File: config.mk
export PLATFORM = sky130hd
export DESIGN_NAME = dsa_ram
export DESIGN_NICKNAME = d
export VERILOG_FILES = /design/src/rtl/dsa_ram.sv
export SDC_FILE = /design/constraint.sdc
export NUM_CORES = 1
export LEC_CHECK = 0
export BUFFER_PORTS_ARGS = -buffer_cell sky130_fd_sc_hd__clkbuf_2
export CORE_UTILIZATION = 56
export DETAILED_ROUTE_END_ITERATION = 6
export PLACE_DENSITY = 0.74
export SLEW_MARGIN = 20
export SYNTH_ARGS = -nofsm -noshare
export SYNTH_HDL_FRONTEND = slang
export SYNTH_SLANG_ARGS = --single-unit
File: constraint.sdc
create_clock -name clk -period 5.6 [get_ports clk]
set_input_delay 0.84 -clock clk [delete_from_list [all_inputs] [get_ports clk]]
set_output_delay 0.84 -clock clk [all_outputs]
set_load 0.01 [all_outputs]
File: src/rtl/dsa_ram.sv
// Generic single-write, single-read synchronous RAM with registered read data.
// No dependencies.
module dsa_ram #(
    parameter int WIDTH = 8,
    parameter int DEPTH = 16
) (
    input  logic                     clk,
    input  logic                     wr_en,
    input  logic [$clog2(DEPTH)-1:0] wr_addr,
    input  logic [WIDTH-1:0]         wr_data,
    input  logic                     rd_en,
    input  logic [$clog2(DEPTH)-1:0] rd_addr,
    output logic [WIDTH-1:0]         rd_data
);

    logic [WIDTH-1:0] mem [DEPTH];

    always_ff @(posedge clk)
    begin
        if (wr_en)
        begin
            mem[wr_addr] <= wr_data;
        end
        if (rd_en)
        begin
            rd_data <= mem[rd_addr];
        end
    end

endmodule

==> Yosys cells after proc, flatten, opt, wreduce, memory -nomap -nowiden <==
Memories as Yosys holds them, arrays and structs flattened. A register that Yosys moved wholly into a read port is not among the register bits.
Cells that the tools add are included.
{ "classes": {"muxes": 2} }
{ "ops": {"columns": ["op", "n"], "rows": [
  ["1-bit 2-to-1 mux", 2]
]} }
{ "word_totals": {"reg_bits": 0, "ramBits": 128, "inputBits": 19, "output_inout_bits": 8, "word_cells": 3, "n_memories": 1} }
{ "memory_table": {"columns": ["name", "words", "width", "rd", "rd_clocked_by_memory_dff", "wr", "line_no", "source"], "rows": [
  ["mem", 16, 8, 1, 1, 1, "16", "logic [WIDTH-1:0] mem [DEPTH];"]
]} }

==> Logic depth before layout (Yosys ltp) <==
{ "logic_depth": {"word_depth": 2, "ltp_mapped": 5, "ltp_nobuf": 3} }

==> Worst setup path before layout <==
No wires, ideal clock.
{ "synth_timing": {"path_type": "input to register", "from": "in wr_addr[2]", "to": "mem mem[0][0] (enable)", "setup_ns": 0.383, "arrival_time_ns": 1.950, "required_ns": 5.217, "path_slack_ns": 3.267, "path_stages": 2, "n_path_buf": 0, "cell_sequence": "or3b_2 nor3_1"} }
{ "synth_lines": {"columns": ["element", "line_no", "source"], "rows": [
  ["start, declared", "9", "input logic [$clog2(DEPTH)-1:0] wr_addr,"],
  ["end, declared", "16", null]
]} }
Straight into the memory's write port.

==> results.ini <==
[setup_path]
worstSetupStartpointType = primary input
crit_fanout = 32
worstSetupStartpoint = rd_addr[0]
crit_type = primary input to flop
cp.arrival_ns = 2.45
critical_path_required_ns = 5.85
reg2reg_from = mem[1][5]
setup.worst_path.end_class = flop

[power_and_ir_drop]
p_comb_frac = 0.042
irDropWorstVdd_mv = 0.2656
p_total_mw = 2.399
p_switching_mw = 0.4873
p_leak_nw = 2.030
pwr-share-clk = 0.477
switching_share = 0.2031
power.density_nw_per_um2 = 395.8
sequentialPowerShare = 0.481
p_int_mw = 1.912

[worst_hold_path]
hold_path_class = primary input to flop
hp-start = rd_en

[timing]
worst_slew_pin_slew_ns = 0.9818
setup_viol = 0
slew_viol_final = 0
finalSetupTns_ns = 0
min_period_ns = 2.193
fin_crit_sh = 0.3916
skew_ns = 0.009042
hold_violations = 0
rsz0062_at_grt = false
relSlewSlack = 0.3431
max_freq_ghz = 0.4560

[finish]
final-seq-area_sq_um = 4084
n_antenna_cell = 0
nNetsFinal = 288
area_delta_synth_final_pct = 15.94
final_cell_mix = edfxtp_1, clkbuf_2, mux4_2
layout_commonest_cell = edfxtp_1
drive_above_1_share = 0.2837
num-fill-cells = 532
multi_input_area_sq_um = 1057

[global_route]
grt_overflow = 0
grt_first_pass_wirelength_mm = 15.27
grt_pass1_vias = 2476
grt_max_degree = 33
antenna_found_initial = 0
grtUsageTotal = 0.2321

[floorplanning]
ios = 27
num_rows = 34
start_util = 0.5880
die_w_um = 98.62
die_y_um = 98.62
die_area_sq_um = 9725
coreArea_sq_um = 8891

[clocking]
ctsResizeCount = 0
cts.path.max_buffers = 2
postCtsHoldBufs = 0
clk-insertion-delay-late_ns = 0.51
clockRootBuffer = clkbuf_8
numCtsBuffers = 17
cts_setup_buffers = 0
tritoncts = done
cts-htree-levels = 4
clkSinkCount = 136
clk_pin_slew_ns = 0.06

[run]
maxCapViolCount = 0

[yosys]
synth_simple_gate_area_frac = 0.03135
synthAdderAreaFrac = 0
postSynthCellCount = 229
syn_area_sq_um = 5228
muxShareOfSynthArea = 0.1479
yosys_warnings = 0
synth_top_family_by_area = multiplexers
syn_nets = 248
synthXorXnorAreaFrac = 0
synth_seq_area_share = 0.7812
yosys_register_bits = 136
synth_compound_area_frac = 0.02298
synthDistinctLibCells = 18
synth.avg_cell_area_sq_um = 22.83

[route]
post-route-drc-count = 0
routedWlPerCell_um = 25.51
drt-total-wl_mm = 9.950
vias = 2449
ant_nets = 0
drt-pass1-iter-count = 5
viasPerCell = 6.279
drt_iter0_drc = 210

[place]
place.gp.congestion = 0.7127
dp.final_hpwl_mm = 5.799
io_buffer_count = 26

[status]
status = finished clean

## per-stage QoR
| stage | instances | utilization | instance area, sq um | worst slack, ns | hold WS (ns) |
|---|---|---|---|---|---|
| final | 390 | 0.6817 | 6061 | 3.407 | 0.7548 |
| after global routing | 390 | 0.6817 | 6061 | 3.288 | 0.7299 |
| after CTS | 390 | 0.6817 | 6061 | 3.366 | 0.7388 |
| after detailed placement | 358 | 0.6123 | 5444 | 2.851 | 0.7405 |
| after global placement | 358 | 0.6123 | 5444 | 2.871 | 0.7270 |
| after floorplan | 229 | - | 5228 | 3.267 | 0.7048 |
## per-layer routing
layer	part of all wire	vias to the layer above	GRT usage
met4	0.0082	0	0.08726
met2	0.49	113	0.3635
met3	0.081	6	0.07234
met5	0	-	0
li1	-	1065	-
met1	0.42	1265	0.3126
## state kept, by name, indices dropped and copies added, names as in the netlist
signal   cells
rd_data      8
mem        128
## worst paths after layout
check	to	slack (ns)	depth (start not counted)
worst min-delay path	rd_data[2]	0.75	1
worst max register to register	rd_data[5]	4.07	3
worst max-delay path	rd_data[5]	3.41	5
worst min register to register	rd_data[6]	0.76	3
## Yosys cell counts
cell type | instances | area [sq um]
a22oi_1 | 16 | 120.1
and2_1 | 1 | 6.260
and2b_1 | 1 | 7.510
buf_2 | 3 | 15.01
buf_4 | 1 | 7.510
buf_6 | 3 | 33.78
clkdlybuf4s25_2 | 3 | 30.03
edfxtp_1 | 136 | 4084
mux4_1 | 14 | 367.9
mux4_2 | 18 | 405.4
nand2_1 | 9 | 33.78
nand2b_1 | 2 | 12.51
nand3_1 | 1 | 5.000
nand3b_1 | 2 | 15.01
nor2_1 | 13 | 48.80
nor2b_1 | 1 | 6.260
nor3_1 | 4 | 20.02
or3b_2 | 1 | 8.760
## cell families after synthesis
group	Yosys count
AOI/OAI and AO/OA	16
buffers and inverters	10
DFF	136
muxes	32
and+or+nand+nor	35
## power groups by stage
stage	sequential [mW]	combinational, mW	clock (mW)
global route	1.16	0.109	1.20
CTS	1.16	0.102	1.15
floorplan	1.17	0.0579	0
global placement	1.17	0.0980	0
detailed placement	1.18	0.0999	0
finish	1.15	0.100	1.14
## cell type report
| type | instances | share of cell area |
|---|---|---|
| Multi-Input combinational cell | 83 | 0.1744 |
| Timing Repair Buffer | 31 | 0.02766 |
| Tap cell | 108 | 0.02230 |
| Clock inverter | 15 | 0.03344 |
| Sequential cell | 136 | 0.6738 |
| Clock buffer | 17 | 0.06833 |
## worst max-delay path, stage by stage
cell      delay, ns
clkbuf_2       0.07
buf_4          0.47
mux4_1         0.68
a22oi_1        0.26
nand2_1        0.10
Note: power is estimated with default switching activity, not from simulation.
