[src/rtl/dsa_pkg.sv]
// Shared types and codes for the descriptor slot allocator.
// No dependencies; imported by dsa_ctrl and descriptor_slot_allocator_unit.
package dsa_pkg;

    localparam int HANDLE_W = 32;

    typedef logic [1:0] op_t;
    localparam op_t OP_INSTALL   = 2'd0;
    localparam op_t OP_LOOKUP    = 2'd1;
    localparam op_t OP_UNINSTALL = 2'd2;

    typedef logic [1:0] status_t;
    localparam status_t STATUS_OK       = 2'd0;
    localparam status_t STATUS_FULL     = 2'd1;
    localparam status_t STATUS_BAD_SLOT = 2'd2;

    typedef logic [HANDLE_W-1:0] handle_t;

    // Strobes from the controller to the entry memory.
    typedef struct packed {
        logic rd;
        logic wr;
    } mem_cmd_t;

endpackage

[src/rtl/dsa_ctrl.sv]
// Sequencer of the slot allocator: bump pointer, free-list head, entry
// read-modify-write and the result register. Depends on dsa_pkg.
module dsa_ctrl #(
    parameter int TABLE_DEPTH = 1024,
    parameter int FIRST_SLOT  = 3,
    localparam int SLOT_W     = $clog2(TABLE_DEPTH),
    localparam int ENTRY_W    = 1 + SLOT_W + dsa_pkg::HANDLE_W
) (
    input  logic               clk,
    input  logic               rst_n,
    input  logic               in_valid,
    output logic               in_stall,
    input  dsa_pkg::op_t       operation,
    input  logic [SLOT_W-1:0]  slot_number,
    input  dsa_pkg::handle_t   handle_in,
    output logic               out_valid,
    input  logic               out_stall,
    output dsa_pkg::status_t   status,
    output logic [SLOT_W-1:0]  slot_out,
    output dsa_pkg::handle_t   handle_out,
    output dsa_pkg::mem_cmd_t  mem_cmd,
    output logic [SLOT_W-1:0]  rd_addr,
    output logic [SLOT_W-1:0]  wr_addr,
    output logic [ENTRY_W-1:0] wr_data,
    input  logic [ENTRY_W-1:0] rd_data
);

    import dsa_pkg::*;

    localparam logic [SLOT_W:0]   DEPTH_C = (SLOT_W+1)'(TABLE_DEPTH);
    localparam logic [SLOT_W-1:0] FIRST_C = SLOT_W'(FIRST_SLOT);

    typedef enum logic {
        S_IDLE,
        S_EXEC
    } state_t;

    state_t            state_reg, state_next;
    op_t               op_reg, op_next;
    logic [SLOT_W-1:0] slot_reg, slot_next;
    handle_t           handle_reg, handle_next;
    logic [SLOT_W:0]   bump_reg, bump_next;
    logic [SLOT_W-1:0] head_reg, head_next;
    logic              out_valid_reg, out_valid_next;
    status_t           status_reg, status_next;
    logic [SLOT_W-1:0] slot_out_reg, slot_out_next;
    handle_t           handle_out_reg, handle_out_next;

    logic              accept;
    logic              done;
    logic              rd_valid;
    logic [SLOT_W-1:0] rd_link;
    handle_t           rd_handle;
    logic              bump_avail;
    logic              free_avail;
    logic              slot_ok;

    assign in_stall   = (state_reg != S_IDLE);
    assign accept     = in_valid && (state_reg == S_IDLE);
    assign out_valid  = out_valid_reg;
    assign status     = status_reg;
    assign slot_out   = slot_out_reg;
    assign handle_out = handle_out_reg;

    // Installs read the head entry for its link; others read the named slot.
    assign rd_addr = (operation == OP_INSTALL) ? head_reg : slot_number;

    assign rd_valid  = rd_data[ENTRY_W-1];
    assign rd_link   = rd_data[HANDLE_W +: SLOT_W];
    assign rd_handle = rd_data[HANDLE_W-1:0];

    // Result register free or drained this cycle.
    assign done = (state_reg == S_EXEC) && (!out_valid_reg || !out_stall);

    assign bump_avail = (bump_reg < DEPTH_C);
    assign free_avail = (head_reg != '0) && ({1'b0, head_reg} < DEPTH_C);
    // Entries at or above the bump pointer were never written: treat as free.
    assign slot_ok = (slot_reg >= FIRST_C) && ({1'b0, slot_reg} < DEPTH_C)
                     && ({1'b0, slot_reg} < bump_reg) && rd_valid;

    always_comb
    begin
        state_next      = state_reg;
        op_next         = op_reg;
        slot_next       = slot_reg;
        handle_next     = handle_reg;
        bump_next       = bump_reg;
        head_next       = head_reg;
        out_valid_next  = out_valid_reg && out_stall;
        status_next     = status_reg;
        slot_out_next   = slot_out_reg;
        handle_out_next = handle_out_reg;
        mem_cmd.rd      = accept;
        mem_cmd.wr      = 1'b0;
        wr_addr         = slot_reg;
        wr_data         = {1'b1, rd_link, handle_reg};

        if (accept)
        begin
            op_next     = operation;
            slot_next   = slot_number;
            handle_next = handle_in;
            state_next  = S_EXEC;
        end

        if (done)
        begin
            state_next      = S_IDLE;
            out_valid_next  = 1'b1;
            status_next     = STATUS_BAD_SLOT;
            slot_out_next   = '0;
            handle_out_next = '0;
            unique case (op_reg)
                OP_INSTALL:
                begin
                    priority if (bump_avail)
                    begin
                        mem_cmd.wr    = 1'b1;
                        wr_addr       = bump_reg[SLOT_W-1:0];
                        bump_next     = bump_reg + (SLOT_W+1)'(1);
                        status_next   = STATUS_OK;
                        slot_out_next = bump_reg[SLOT_W-1:0];
                    end
                    else if (free_avail)
                    begin
                        // Pop: the link read at accept becomes the new head.
                        mem_cmd.wr    = 1'b1;
                        wr_addr       = head_reg;
                        head_next     = rd_link;
                        status_next   = STATUS_OK;
                        slot_out_next = head_reg;
                    end
                    else
                    begin
                        status_next = STATUS_FULL;
                    end
                end
                OP_LOOKUP:
                begin
                    if (slot_ok)
                    begin
                        status_next     = STATUS_OK;
                        slot_out_next   = slot_reg;
                        handle_out_next = rd_handle;
                    end
                end
                OP_UNINSTALL:
                begin
                    if (slot_ok)
                    begin
                        // Push: clear valid, link to the old head, keep handle.
                        mem_cmd.wr      = 1'b1;
                        wr_data         = {1'b0, head_reg, rd_handle};
                        head_next       = slot_reg;
                        status_next     = STATUS_OK;
                        slot_out_next   = slot_reg;
                        handle_out_next = rd_handle;
                    end
                end
                default:
                begin
                    status_next = STATUS_BAD_SLOT;
                end
            endcase
        end
    end

    always_ff @(posedge clk or negedge rst_n)
    begin
        if (!rst_n)
        begin
            state_reg      <= S_IDLE;
            op_reg         <= OP_INSTALL;
            slot_reg       <= '0;
            handle_reg     <= '0;
            bump_reg       <= (SLOT_W+1)'(FIRST_SLOT);
            head_reg       <= '0;
            out_valid_reg  <= 1'b0;
            status_reg     <= STATUS_OK;
            slot_out_reg   <= '0;
            handle_out_reg <= '0;
        end
        else
        begin
            state_reg      <= state_next;
            op_reg         <= op_next;
            slot_reg       <= slot_next;
            handle_reg     <= handle_next;
            bump_reg       <= bump_next;
            head_reg       <= head_next;
            out_valid_reg  <= out_valid_next;
            status_reg     <= status_next;
            slot_out_reg   <= slot_out_next;
            handle_out_reg <= handle_out_next;
        end
    end

endmodule

[config.mk]
export PLATFORM = sky130hd
export DESIGN_NAME = dsa_ctrl
export DESIGN_NICKNAME = d
export VERILOG_FILES = /design/src/rtl/dsa_pkg.sv /design/src/rtl/dsa_ctrl.sv
export SDC_FILE = /design/constraint.sdc
export NUM_CORES = 1
export LEC_CHECK = 0
export CAP_MARGIN = 10
export CORE_MARGIN = 2
export CORE_UTILIZATION = 50
export CTS_CLUSTER_DIAMETER = 80
export CTS_CLUSTER_SIZE = 8
export DETAILED_ROUTE_END_ITERATION = 10
export DONT_BUFFER_PORTS = 1
export GPL_TIMING_DRIVEN = 0
export SKIP_CTS_REPAIR_TIMING = 1
export SYNTH_ARGS = -nofsm -noshare
export SYNTH_HDL_FRONTEND = slang
export SYNTH_SLANG_ARGS = --single-unit
export TNS_END_PERCENT = 10
[constraint.sdc]
create_clock -name clk -period 3.5 [get_ports clk]
set_clock_uncertainty 0.2 [all_clocks]
set_input_delay 0 -clock clk [delete_from_list [all_inputs] [get_ports clk]]
set_output_delay 0 -clock clk [all_outputs]
set_load 0.01 [all_outputs]
======== Yosys cells after proc, flatten, opt, wreduce, memory -nomap -nowiden ========
Cells that the tools add are included.
Widths: inputs -> output; s select.
word-level totals
  register bits after elaboration ......... 111
  bits in latches ......................... 0
  memory bits (writable) .................. 0
  ROM bits ................................ 0
  input port bits ......................... 91
  output and inout port bits .............. 111
  word-level logic and storage cells ...... 66
  memories ................................ 0
cells by class
  add/sub/neg operators ................... 1
  $mul .................................... 0
  div/mod/pow operators ................... 0
  $lt $le $gt $ge ......................... 3
  eq/ne operators ......................... 5
  shift-type cells ........................ 0
  multiplexer cells ....................... 30
  bitwise gates (word level) .............. 1
  reductions and logical operators ........ 16
operators by type and width
  operator               count
  $mux 43                3
  $mux 10                11
  $mux 32                2
  $pmux 10 s2            2
  $add 11x1->11 const B  1
  $lt 10x11->1           1
  $lt 11x11->1 const B   1
  $ge 10x2->1 const B    1
  $reduce_bool 10->1     1
  $mux 1                 9
  $ne 2x2->1 const B     3
  $logic_and 1x1->1      5
  $reduce_and 5->1       1
  $logic_not 2->1        2
  $pmux 2 s2             1
  $reduce_bool 2->1      2
  $reduce_and 3->1       1
  $eq 2x1->1 const B     1
  $eq 2x2->1 const B     1
  $logic_not 1->1        2
  $mux 2                 1
  $pmux 1 s2             1
  $reduce_or 2->1        1
  $logic_or 1x1->1       1
  $not 1->1              1

======== Logic depth before layout (Yosys ltp) ========
Gate-level depths: netlist of the first run.
  depth in word-level cells ............... 6
  gate-level depth with buffers ........... 8
  mapped depth without buffers ............ 7

======== Worst setup path before layout of the first run ========
No wires, ideal clock.
  path kind ............................... register to register
  start point ............................. register bump_reg[6]
  end point ............................... register head_reg[0]
  library setup time ...................... 0.125 ns
  arrival time ............................ 2.346 ns
  data required time ...................... 3.175 ns
  path slack .............................. 0.829 ns
  cell stages (with the launch flop) ...... 8
  buffers on the path ..................... 0
  period minus slack after synthesis ...... 2.671 ns
  path through ............................ dfrtp_1 inv_1 ha_1 and2_0 a221o_1 a41o_2 a311oi_4 mux2_2
on the way
  cells in the longest elaborated chain, start to end .. 5
  elaborated cells between the ends (all ways) .. 7
  classes of those cells .................. 2 x order compare; 2 x eq/ne; 3 x reduce/logical
RTL lines
  what                             line             RTL
  start, declared                  dsa_ctrl.sv:42   logic [SLOT_W:0] bump_reg, bump_next;
  start signal, assigned           dsa_ctrl.sv:176  bump_reg <= (SLOT_W+1)'(FIRST_SLOT);
  start signal, assigned           dsa_ctrl.sv:189  bump_reg <= bump_next;
  $lt 10x11->1                     dsa_ctrl.sv:79   && ({1'b0, slot_reg} < bump_reg) && rd_valid;
  $logic_and 1x1->1 (2 in series)  dsa_ctrl.sv:79
  $ne 2x2->1 (no line)             n/a
  $reduce_and 5->1 (no line) *     n/a
  end signal, assigned             dsa_ctrl.sv:190  head_reg <= head_next;
  end, declared                    dsa_ctrl.sv:43   logic [SLOT_W-1:0] head_reg, head_next;
Mark *: on every way between the ends. The rest lies on a longest branch, timed or not.
A chain may end at the register's enable or synchronous reset.

======== Worst setup path after layout of the first run ========
  start point ............................. register bump_reg[6]
  end point ............................... output wr_data[31]
on the way
  cells in the longest elaborated chain, start to end .. 6
RTL lines
  what                             line             RTL
  $lt 10x11->1                     dsa_ctrl.sv:79
  $logic_and 1x1->1 (2 in series)  dsa_ctrl.sv:79
  $mux 43                          dsa_ctrl.sv:149  if (slot_ok)
  $mux 43                          dsa_ctrl.sv:113  unique case (op_reg)
  $mux 43                          dsa_ctrl.sv:106  if (done)
  end, declared                    dsa_ctrl.sv:24   output logic [ENTRY_W-1:0] wr_data,
No other way between the ends.

==> metrics.md, run 1 <==
| Metric | Value |
|---|---|
| Largest vdd supply drop | roughly 0.53 mV |
| Most used routing layer | met2 |
| Number of core rows | 38 |
| Post-Place Cells | 656 |
| First-pass GRT wire length | about 24000 um |
| Crit-path leading delay family | compound AO/OA/AOI/OAI gates |
| Total via count after detailed routing | approximately 4400 |
| Static Leak | roughly 3.0 nW |
| CP required | ~3.3 ns |
| Cell chain of the critical path | inv_1, ha_1, and2_0, a221o_1, a41oi_1, o2111ai_4, buf_2, mux2_1 |
| Number of buffers inserted during clock tree synthesis | 9 |
| Max Clk Rate | roughly 0.31 GHz |
| Port-buffer cells | 0 |
| GRT Util Overall | 0.250 |
| Endpoint kind of the worst setup timing path | output pin |
| Cells after synthesis | approximately 520 |
| Internal cell power | around 3.4 mW |
| Number of pins with negative max-slew slack in the final report | 0 |
| Power per cell area | 807 mW/mm2 |
| Fraction of met1 tracks used by global routing | 0.303 |
| Number of filler instances in the final layout | 868 |
| Proportion of synthesized flip-flops having asynchronous set or reset | 1.00 |
| CP max FO | 10 |
| Worst hold-check path type | input pin to flop |
| Logic depth of the worst path, buffers included | 8 |
| Remaining antenna violation count | 0 |
| Critical setup path kind | flop to output pin |
| Setup repair after global routing missed its margin | no |
| TritonCTS clock tree | built |
| Global-route track usage on met3 | 0.0990 |
| Maximum clock path buffer count | 2 |
| Clk pin slew, worst setup/hold paths | 0.07 ns |
| Routability congestion estimate from global placement | 0.910 |
| Share of post-route cells with drive strength above 1 | 0.229 |
| Layout area overhead | 24.7% |
| Logic pwr share | 0.391 |
| Worst R2R Setup Slack | 0.42 ns |
| Clk sinks | 111 |
| Clk Latency, worst-skew pair | 0.36 ns |
| Synthesized area per cell | approximately 11 um2 |
| Violations in the final reports | negative hold slack |
| Final-report setup violation count | 0 |
| Core area | 0.0110 mm2 |
| Worst max-slew margin expressed relative to the limit | 0.403 |
| # H-tree levels | 3 |
| Crit share post-route | 0.934 |
| Crit Reg-Reg Startpoint | bump_reg[1] |
| Largest net degree at the start of global routing | about 110 |
| Number of cells on the worst reg-to-reg path | 8 |
| Count of TritonRoute iterations in the first routing pass | 4 |
| Bufs and invs on worst path | 2 |
| Type of origin of the critical path | flop |
| DR WL/cell | 21.1 um |
| Data arrival time of the critical path | 3.07 ns |
| Cell area reported after detailed placement | 0.00587 mm2 |
| Number of nets in the finished design | between 700 and 800 |
| Seq cells post-synth | 111 |
| End point of the critical path | wr_data[31] |
| Proportion of power drawn by flip-flops and latches | 0.422 |
| Vias per inst | 5.85 |
| Final hold slack | -0.00644 ns |
| Highest cell delay on the worst timing path | 0.45 ns |
| Post-synth EDFFs | 0 |
| Aggregate routed wire length | 16000 um |
| Die boundary width | approximately 110 um |
| Seq/Total Area, Yosys | 0.488 |
| Worst Setup SP | bump_reg[6] |
| Met2 Resource Use GR | 0.410 |
| Detailed-placement wirelength estimate | roughly 11000 um |
| Antenna violations before repair | 0 |
| Actual slew at the worst max-slew pin | 0.892 ns |
| Post-synth top flop | dfrtp_1 |
| Final hold violations | 1 |
| CTS Root Buffer Type | clkbuf_16 |
| Worst-path cell with the longest stage delay | dfrtp_1 |
| Starting density of the core | 0.518 |
| Number of ports placed on the die boundary | 202 |
| Syn Std Cell Area | 0.00569 mm2 |
| Design area | 0.00710 mm2 |
| Mapped Nets | 620 |
| Net Switching | 2.37 mW |
| Switching power as a share of total power | 0.413 |
| Total Die Area | 0.0123 mm2 |
| Via count of the first global-routing pass | 4259 |
| Finished Layout Cells | 761 |
| Capture point of the worst reg-to-reg path | handle_out[7] |
| Synthesis warning total | 0 |
| Max-capacitance violation count | 0 |
| Initial DRC count | 200 |
| Sum of negative setup slack | 0 ns |
| Min Clock Period, post-route | 3.27 ns |
| Die H | 111 um |
| Result of the run | finished, violations left |
| DRC | 0 |
| Clock share of power | 0.187 |
| Antenna diode count | 0 |
| Count of distinct cell types in the synthesized netlist | 45 |
| GRT Residual Overflow | 0 |
power by group through the flow:
stage	Clock, mW	Sequential [mW]	Combinational [mW]
2_1_floorplan	0	2.20	1.71
3_3_place_gp	0	2.40	2.05
3_5_place_dp	0	2.42	2.10
4_1_cts	1.09	2.40	2.11
5_1_grt	1.15	2.47	2.48
6_report	1.07	2.42	2.24
cells in the final DEF, fill, tap and decap left out, types with 2 or more instances in the layout:
cell,count
nor4_1,6
mux2i_1,5
dlygate4sd3_1,89
xnor2_1,8
clkbuf_1,22
nand2_1,96
ha_1,13
a21o_1,3
a221o_1,10
o31ai_1,2
inv_6,2
mux2_2,110
clkbuf_16,9
dfstp_2,2
nor2b_1,2
nor3_1,10
mux2_1,4
nor2_1,8
nand4_1,4
o21ai_0,51
a21oi_1,2
nand3_1,5
a31o_2,2
and3_1,2
dfrtp_1,109
buf_2,5
inv_1,14
cell usage after synthesis, types with 3 or more instances:
master,number,area (um2)
buf_2,5,25.0
ha_1,13,163
xnor2_1,8,70.1
mux2_1,4,45.0
nand2_1,96,360
nand3_1,5,25.0
dfrtp_1,109,2730
a21o_1,3,22.5
mux2_2,110,1240
clkbuf_1,22,82.6
mux2i_1,5,50.1
nor4_1,6,37.5
nor2_1,8,30.0
o21ai_0,51,255
nand4_1,4,25.0
inv_1,14,52.6
a221o_1,10,100
nor3_1,10,50.1
cell families after synthesis:
| logic type | Yosys count | synth area share |
|---|---|---|
| xor gates and xnor gates | 9 | 0.0138 |
| adders and majority gates | 13 | 0.0286 |
| buffers and inverters | 43 | 0.0301 |
| AOI/OAI and AO/OA | 82 | 0.0995 |
| muxes | 119 | 0.234 |
| and+or+nand+nor | 139 | 0.105 |
| DFF | 111 | 0.488 |
worst min path at each step:
stage                               to  cells after the start   startpoint  slack (ns)
after floorplan           bump_reg[10]                      0        rst_n       -0.50
after global placement     slot_out[3]                      0        rst_n       -0.49
after detailed placement   slot_out[3]                      0        rst_n       -0.49
after CTS                  bump_reg[7]                      0        rst_n       -0.88
after global routing       slot_out[2]                      4  rd_data[42]       0.007
final                      slot_out[2]                      4  rd_data[42]      -0.006
layout make-up:
class,count,area (um2),share of cell area
tap,140,175,0.0247
multi-input combinational,362,2750,0.388
clock inverter,5,63.8,0.00899
buffer,29,119,0.0167
clock buffer,10,239,0.0337
sequential,111,2780,0.391
inverter,14,52.6,0.00740
timing repair buffer,90,918,0.129
metal layers:
metal | wire length (um) | up-vias
met5 | 0 | -
li1 | - | 2033
met3 | 1150 | 24
met1 | 6340 | 2229
met4 | 297 | 0
met2 | 8260 | 163
per-stage QoR:
| step | power (mW) | worst slack [ns] | util |
|---|---|---|---|
| after floorplan | 3.91 | 0.829 | - |
| after global placement | 4.45 | 0.552 | 0.534 |
| after detailed placement | 4.52 | 0.509 | 0.534 |
| after CTS | 5.61 | 0.153 | 0.562 |
| after global routing | 6.10 | 0.00833 | 0.647 |
| final | 5.73 | 0.231 | 0.647 |
tightest hold or removal path: stages:
cell       delay [ns]
inv_1            0.05
a31o_2           0.16
a2111oi_4        0.10
a21o_1           0.19
(Power assumes the default switching activity.)
==> run 2: changes to the inputs <==
- ABC_AREA: default -> 1
- PLACE_DENSITY: default -> 0.61
- RECOVER_POWER: default -> 25
==> metrics.md, run 2 <==
| Metric | Value |
|---|---|
| Result of the run | finished, violations left |
| Violations in the final reports | negative hold slack |
| Die H | about 110 um |
| TritonCTS clock tree | built |
| Worst max-slew margin expressed relative to the limit | 0.625 |
| Starting density of the core | 0.518 |
| Worst-path cell with the longest stage delay | dfrtp_1 |
| Aggregate routed wire length | 18600 um |
| Highest cell delay on the worst timing path | 0.43 ns |
| Post-Place Cells | 953 |
| Number of nets in the finished design | 1018 |
| Power per cell area | roughly 570 mW/mm2 |
| Type of origin of the critical path | flop |
| Static Leak | around 3.9 nW |
| Post-synth top flop | dfrtp_1 |
| Leading cell type in the layout, fill and taps excluded | nand2_1 |
| Max-capacitance violation count | 0 |
| Area share of the largest cell type after synthesis | 0.457 |
| Top library cells by usage in the layout, fill and taps aside | nand2_1, dfrtp_1, nand3_1 |
| Layout area overhead | 23.5% |
| Cells after synthesis | 810 |
| Synthesized area per cell | 7.37 um2 |
| Clk pin slew, worst setup/hold paths | around 0.07 ns |
| Proportion of synthesized flip-flops having asynchronous set or reset | 1.00 |
| Count of distinct cell types in the synthesized netlist | 34 |
| Largest vdd supply drop | 0.344 mV |
| Final hold slack | -0.0260 ns |
| Synth cell count leaders | nand2_1, dfrtp_1, nand3_1, inv_1, o21ai_0 |
| Total via count after detailed routing | 5822 |
| Count of TritonRoute iterations in the first routing pass | 6 |
| Via count of the first global-routing pass | roughly 5200 |
| Antenna violations before repair | 0 |
| Worst hold-check path type | input pin to flop |
| Core area | 0.0115 mm2 |
| Final-report setup violation count | 0 |
| Min Clock Period, post-route | between 2 and 3 ns |
| Sum of negative setup slack | 0 ns |
| # H-tree levels | 3 |
| GRT Util Overall | 0.272 |
| Bufs and invs on worst path | 4 |
| Final core utilization | 0.640 |
| Setup repair after global routing missed its margin | no |
| Maximum clock path buffer count | 2 |
| Mapped Nets | 914 |
| Critical setup path kind | flop to output pin |
| Port-buffer cells | 0 |
| Final hold violations | 11 |
| Cell chain of the critical path | inv_1, ha_1, nand2_1, inv_1, a21oi_1, nand2_1, nand2_1, nand2_2, inv_2, buf_2, nand3_1, nand2_1 |
| Detailed-placement wirelength estimate | roughly 13000 um |
| Finished Layout Cells | between 1000 and 1500 |
| Seq cells post-synth | about 110 |
| Number of core rows | 39 |
| CTS Root Buffer Type | clkbuf_16 |
| Largest net degree at the start of global routing | around 110 |
| First-pass GRT wire length | 27200 um |
| Top area cells in the synthesized netlist | dfrtp_1, nand2_1, nand3_1, o21ai_0, ha_1 |
| Clk sinks | about 110 |
| Actual slew at the worst max-slew pin | 0.562 ns |
| Routability congestion estimate from global placement | 0.903 |
| Design area | around 0.0074 mm2 |
| Crit share post-route | 0.754 |
| Endpoint kind of the worst setup timing path | output pin |
| Die boundary width | approximately 110 um |
| Total Die Area | roughly 0.013 mm2 |
| Number of buffers inserted during clock tree synthesis | 9 |
| Data arrival time of the critical path | about 2.4 ns |
| Cell area reported after detailed placement | around 0.006 mm2 |
| Cell taking the most area after synthesis | dfrtp_1 |
| GRT Residual Overflow | 0 |
| Max Clk Rate | 0.379 GHz |
| DR WL/cell | 17.5 um |
| Clk Latency, worst-skew pair | approximately 0.36 ns |
| Remaining antenna violation count | 0 |
| Vias per inst | 5.48 |
| CP max FO | 10 |
| Antenna diode count | 0 |
| Post-synth EDFFs | 0 |
| Most repeated cell in the gate-level netlist after synthesis | nand2_1 |
| Number of ports placed on the die boundary | ~200 |
| Seq/Total Area, Yosys | 0.466 |
| CP required | 3.30 ns |
| Syn Std Cell Area | 0.00597 mm2 |
| Initial DRC count | 534 |
| Number of pins with negative max-slew slack in the final report | 0 |
| Crit-path leading delay family | simple AND/OR/NAND/NOR gates |
| Most used cell along the critical path | nand2_1 |
| Synthesis warning total | 0 |
| DRC | 0 |
| Share of post-route cells with drive strength above 1 | 0.0631 |
[run 2: cell count changes after synthesis, moves of 6 or more]
cell      before  now
nand2_1       96  386
mux2_2       110    8
nand3_1        5   93
inv_1         14   36
nor2_1         8   25
o21ai_0       51   34
a221o_1       10    0
nand3b_1       0   10
nor3_1        10    3
xnor2_1        8    1
inv_2          0    6
nor4_1         6    0
o22ai_1        0    6
[run 2: kinds of logic after synthesis]
kind of cell,share of synthesized area
AO/OA/AOI/OAI,0.0516
XOR/XNOR,0.0103
adder cells (fa/ha/maj),0.0272
buffers and inverters,0.0637
flip-flops,0.466
multiplexers,0.0151
AND/OR/NAND/NOR,0.367
[run 2: cell type report]
| class | count | area, um2 |
|---|---|---|
| Timing Repair Buffer | 93 | 948 |
| Fill cell | 1045 | 4140 |
| Sequential cell | 111 | 2780 |
| Inverter | 42 | 158 |
| Clock inverter | 7 | 48.8 |
| Tap cell | 143 | 179 |
| Clock buffer | 9 | 225 |
| Multi-Input combinational cell | 613 | 2810 |
| Buffer | 44 | 223 |
[run 2: layer usage]
layer / GRT usage / share of wire / wire (um)
met1: 0.386 / 0.45 / 8330
met2: 0.411 / 0.45 / 8370
met3: 0.0718 / 0.083 / 1550
met4: 0.0837 / 0.017 / 310
met5: 0 / 0 / 0
[run 2: path summary, 6_finish.rpt]
kind / from / to / slack, ns / depth (start not counted)
max in group asynchronous: rst_n / head_reg[7] / 2.62 / 2
hold reg to reg: handle_reg[14] / handle_reg[14] / 0.28 / 2
setup / recovery: bump_reg[6] / wr_data[31] / 0.86 / 12
hold / removal: in_valid / op_reg[0] / -0.03 / 5
setup reg to reg: in_stall / handle_reg[1] / 0.90 / 6
min in group asynchronous: rst_n / slot_out[9] / 0.03 / 2
[run 2: worst min-delay path: stages]
cell and delay, ns:
inv_1 0.03, nor2_1 0.06, clkbuf_1 0.22, nand2_1 0.10
o21ai_0 0.07
[run 2: per-stage QoR]
stage          power [mW]  worst slack (ns)
4_1_cts              4.03             0.856
3_3_place_gp         3.02              1.27
6_report             4.17             0.863
5_1_grt              4.44             0.621
2_1_floorplan        2.71              1.58
3_5_place_dp         3.05              1.24
[run 2: power by group]
| group | total (mW) | internal, mW | switching [mW] |
|---|---|---|---|
| sequential | 1.94 | 1.58 | 0.360 |
| combinational | 1.25 | 0.433 | 0.819 |
| clock | 0.977 | 0.486 | 0.491 |
| total | 4.17 | 2.50 | 1.67 |
==> run 3: changes to the inputs <==
- clock period: 3.5 -> 2.6 ns (I/O delays scaled with it)
==> metrics.md, run 3 (same netlist as run 2, synthesis figures left out) <==
| Metric | Value |
|---|---|
| Min Clock Period, post-route | 2.45 ns |
| CTS Root Buffer Type | clkbuf_16 |
| Data arrival time of the critical path | 2.25 ns |
| Worst R2R Setup Slack | between 0.3 and 0.4 ns |
| Number of filler instances in the final layout | about 1000 |
| Clk pin slew, worst setup/hold paths | roughly 0.070 ns |
| Crit share post-route | 0.944 |
| Final-report setup violation count | 0 |
| Maximum clock path buffer count | 2 |
| Largest net degree at the start of global routing | 112 |
| Clock share of power | 0.234 |
| Max Clk Rate | 0.407 GHz |
| Number of core rows | 39 |
| Area of combinational cells with multiple inputs | 0.00285 mm2 |
| Internal cell power | 3.37 mW |
| Number of ports placed on the die boundary | 202 |
| Antenna violations before repair | 0 |
| Remaining antenna violation count | 0 |
| Total Die Area | 0.0128 mm2 |
| Number of buffers inserted during clock tree synthesis | 9 |
| First-pass GRT wire length | 27200 um |
| Number of pins with negative max-slew slack in the final report | 0 |
| Number of nets in the finished design | 1016 |
| Port-buffer cells | 0 |
| Layout area overhead | 23.8% |
| GRT Residual Overflow | 0 |
| Final core utilization | 0.642 |
| Worst max-slew margin expressed relative to the limit | 0.636 |
| Routability congestion estimate from global placement | 0.903 |
| Capture point of the worst reg-to-reg path | head_reg[1] |
| Detailed-placement wirelength estimate | 13200 um |
| # H-tree levels | 3 |
| Logic pwr share | 0.298 |
| Crit Reg-Reg Startpoint | out_valid |
| Type of origin of the critical path | flop |
| CP max FO | 10 |
| Largest vdd supply drop | 0.461 mV |
| Share of post-route cells with drive strength above 1 | 0.0752 |
| Count of TritonRoute iterations in the first routing pass | 6 |
| Total via count after detailed routing | 5876 |
| GRT Util Overall | 0.272 |
| DR WL/cell | 17.4 um |
| Antenna diode count | 0 |
| Static Leak | 3.89 nW |
| Proportion of power drawn by flip-flops and latches | 0.468 |
| Power per cell area | 755 mW/mm2 |
| Wire length on met1 | 7980 um |
| Sum of internal, switching and leakage power | roughly 5.6 mW |
| Violations in the final reports | negative hold slack |
| Met3 wire length | 1640 um |
| Max-capacitance violation count | 0 |
| Actual slew at the worst max-slew pin | 0.544 ns |
| Final hold violations | 112 |
| Highest routing layer actually used | met4 |
| Clk Latency, worst-skew pair | 0.35 ns |
| Die H | 113 um |
| Design area | 0.00739 mm2 |
| Clk sinks | ~110 |
| Switching power as a share of total power | 0.396 |
| Aggregate routed wire length | roughly 18000 um |
| Leading cell type in the layout, fill and taps excluded | nand2_1 |
| Critical setup path kind | flop to output pin |
| Endpoint kind of the worst setup timing path | output pin |
| Cell area reported after detailed placement | 0.00615 mm2 |
| TritonCTS clock tree | built |
| Vias per inst | approximately 5.5 |
| Core area | approximately 0.012 mm2 |
| DRC | 0 |
| Result of the run | finished, violations left |
| Number of cells on the worst reg-to-reg path | 8 |
| Net Switching | 2.21 mW |
| Initial DRC count | 563 |
| Starting density of the core | 0.518 |
| Via count of the first global-routing pass | 5211 |
| Worst hold-check path type | input pin to async pin |
| Final hold slack | -0.862 ns |
| Register Area | 0.00278 mm2 |
| Die boundary width | 113 um |
| Worst Setup SP | bump_reg[1] |
| CP required | 2.40 ns |
| WL met2 | 8490 um |
| Top library cells by usage in the layout, fill and taps aside | nand2_1, dfrtp_1, nand3_1 |
## run 3: cell count changes in the layout (fill, tap and decap cells not counted)
cell | previous run | this run
buf_16 | 1 | 0
buf_2 | 7 | 3
nand2_2 | 2 | 10
dlygate4sd3_1 | 92 | 91
nand2_8 | 0 | 1
dfrtp_1 | 109 | 108
nor2_2 | 3 | 4
dfrtp_2 | 0 | 1
nor2_1 | 25 | 24
inv_8 | 1 | 2
nand2_1 | 386 | 377
inv_1 | 36 | 35
buf_4 | 5 | 9
## run 3: cell type report
type / count / share of cell area
Sequential cell: 111 / 0.376
Timing Repair Buffer: 91 / 0.123
Multi-Input combinational cell: 613 / 0.385
Clock buffer: 9 / 0.0305
Clock inverter: 7 / 0.00660
Inverter: 42 / 0.0223
Tap cell: 143 / 0.0242
Buffer: 44 / 0.0315
## run 3: through the flow
step | std cells | setup TNS (ns) | hold WS (ns) | setup slack, ns
finish | 1060 | 0 | -0.862 | 0.146
global route | 1060 | -0.0733 | -0.882 | -0.0303
CTS | 969 | -0.0456 | -0.873 | -0.0441
detailed placement | 953 | 0 | -0.493 | 0.344
global placement | 953 | 0 | -0.493 | 0.373
floorplan | 810 | 0 | -0.496 | 0.675
## run 3: how the worst max path moves through the flow
| stage | end | slack (ns) | cells after the start |
|---|---|---|---|
| after floorplan | slot_out[1] | 0.68 | 14 |
| after global placement | bump_reg[7] | 0.37 | 10 |
| after detailed placement | bump_reg[7] | 0.34 | 10 |
| after CTS | wr_data[31] | -0.04 | 12 |
| after global routing | wr_data[27] | -0.03 | 14 |
| final | wr_data[26] | 0.15 | 15 |
## run 3: worst max-delay path: stages (launching register included)
cell and delay, ns:
dfstp_2 0.53, inv_1 0.06, ha_1 0.26, nand2_1 0.06, inv_1 0.04, nand2_1 0.04, nand2_1 0.05, nand2_1 0.05
nand2_1 0.04, nand2_1 0.11, nand2_4 0.11, inv_8 0.11, nand2_8 0.08, buf_6 0.17, nand2_1 0.08, nand2_1 0.11
## run 3: power by group through the flow
| stage | combinational [mW] | sequential [mW] | clock [mW] |
|---|---|---|---|
| 2_1_floorplan | 1.16 | 2.49 | 0 |
| 5_1_grt | 1.87 | 2.66 | 1.41 |
| 6_report | 1.66 | 2.61 | 1.31 |
| 3_3_place_gp | 1.45 | 2.62 | 0 |
| 3_5_place_dp | 1.48 | 2.63 | 0 |
| 4_1_cts | 1.48 | 2.60 | 1.34 |
## run 3: routing by layer
layer  vias up  global-route usage
met5         -                   0
met4         0              0.0837
met3        25              0.0718
met2       322               0.411
met1      2751               0.386
li1       2778                   -
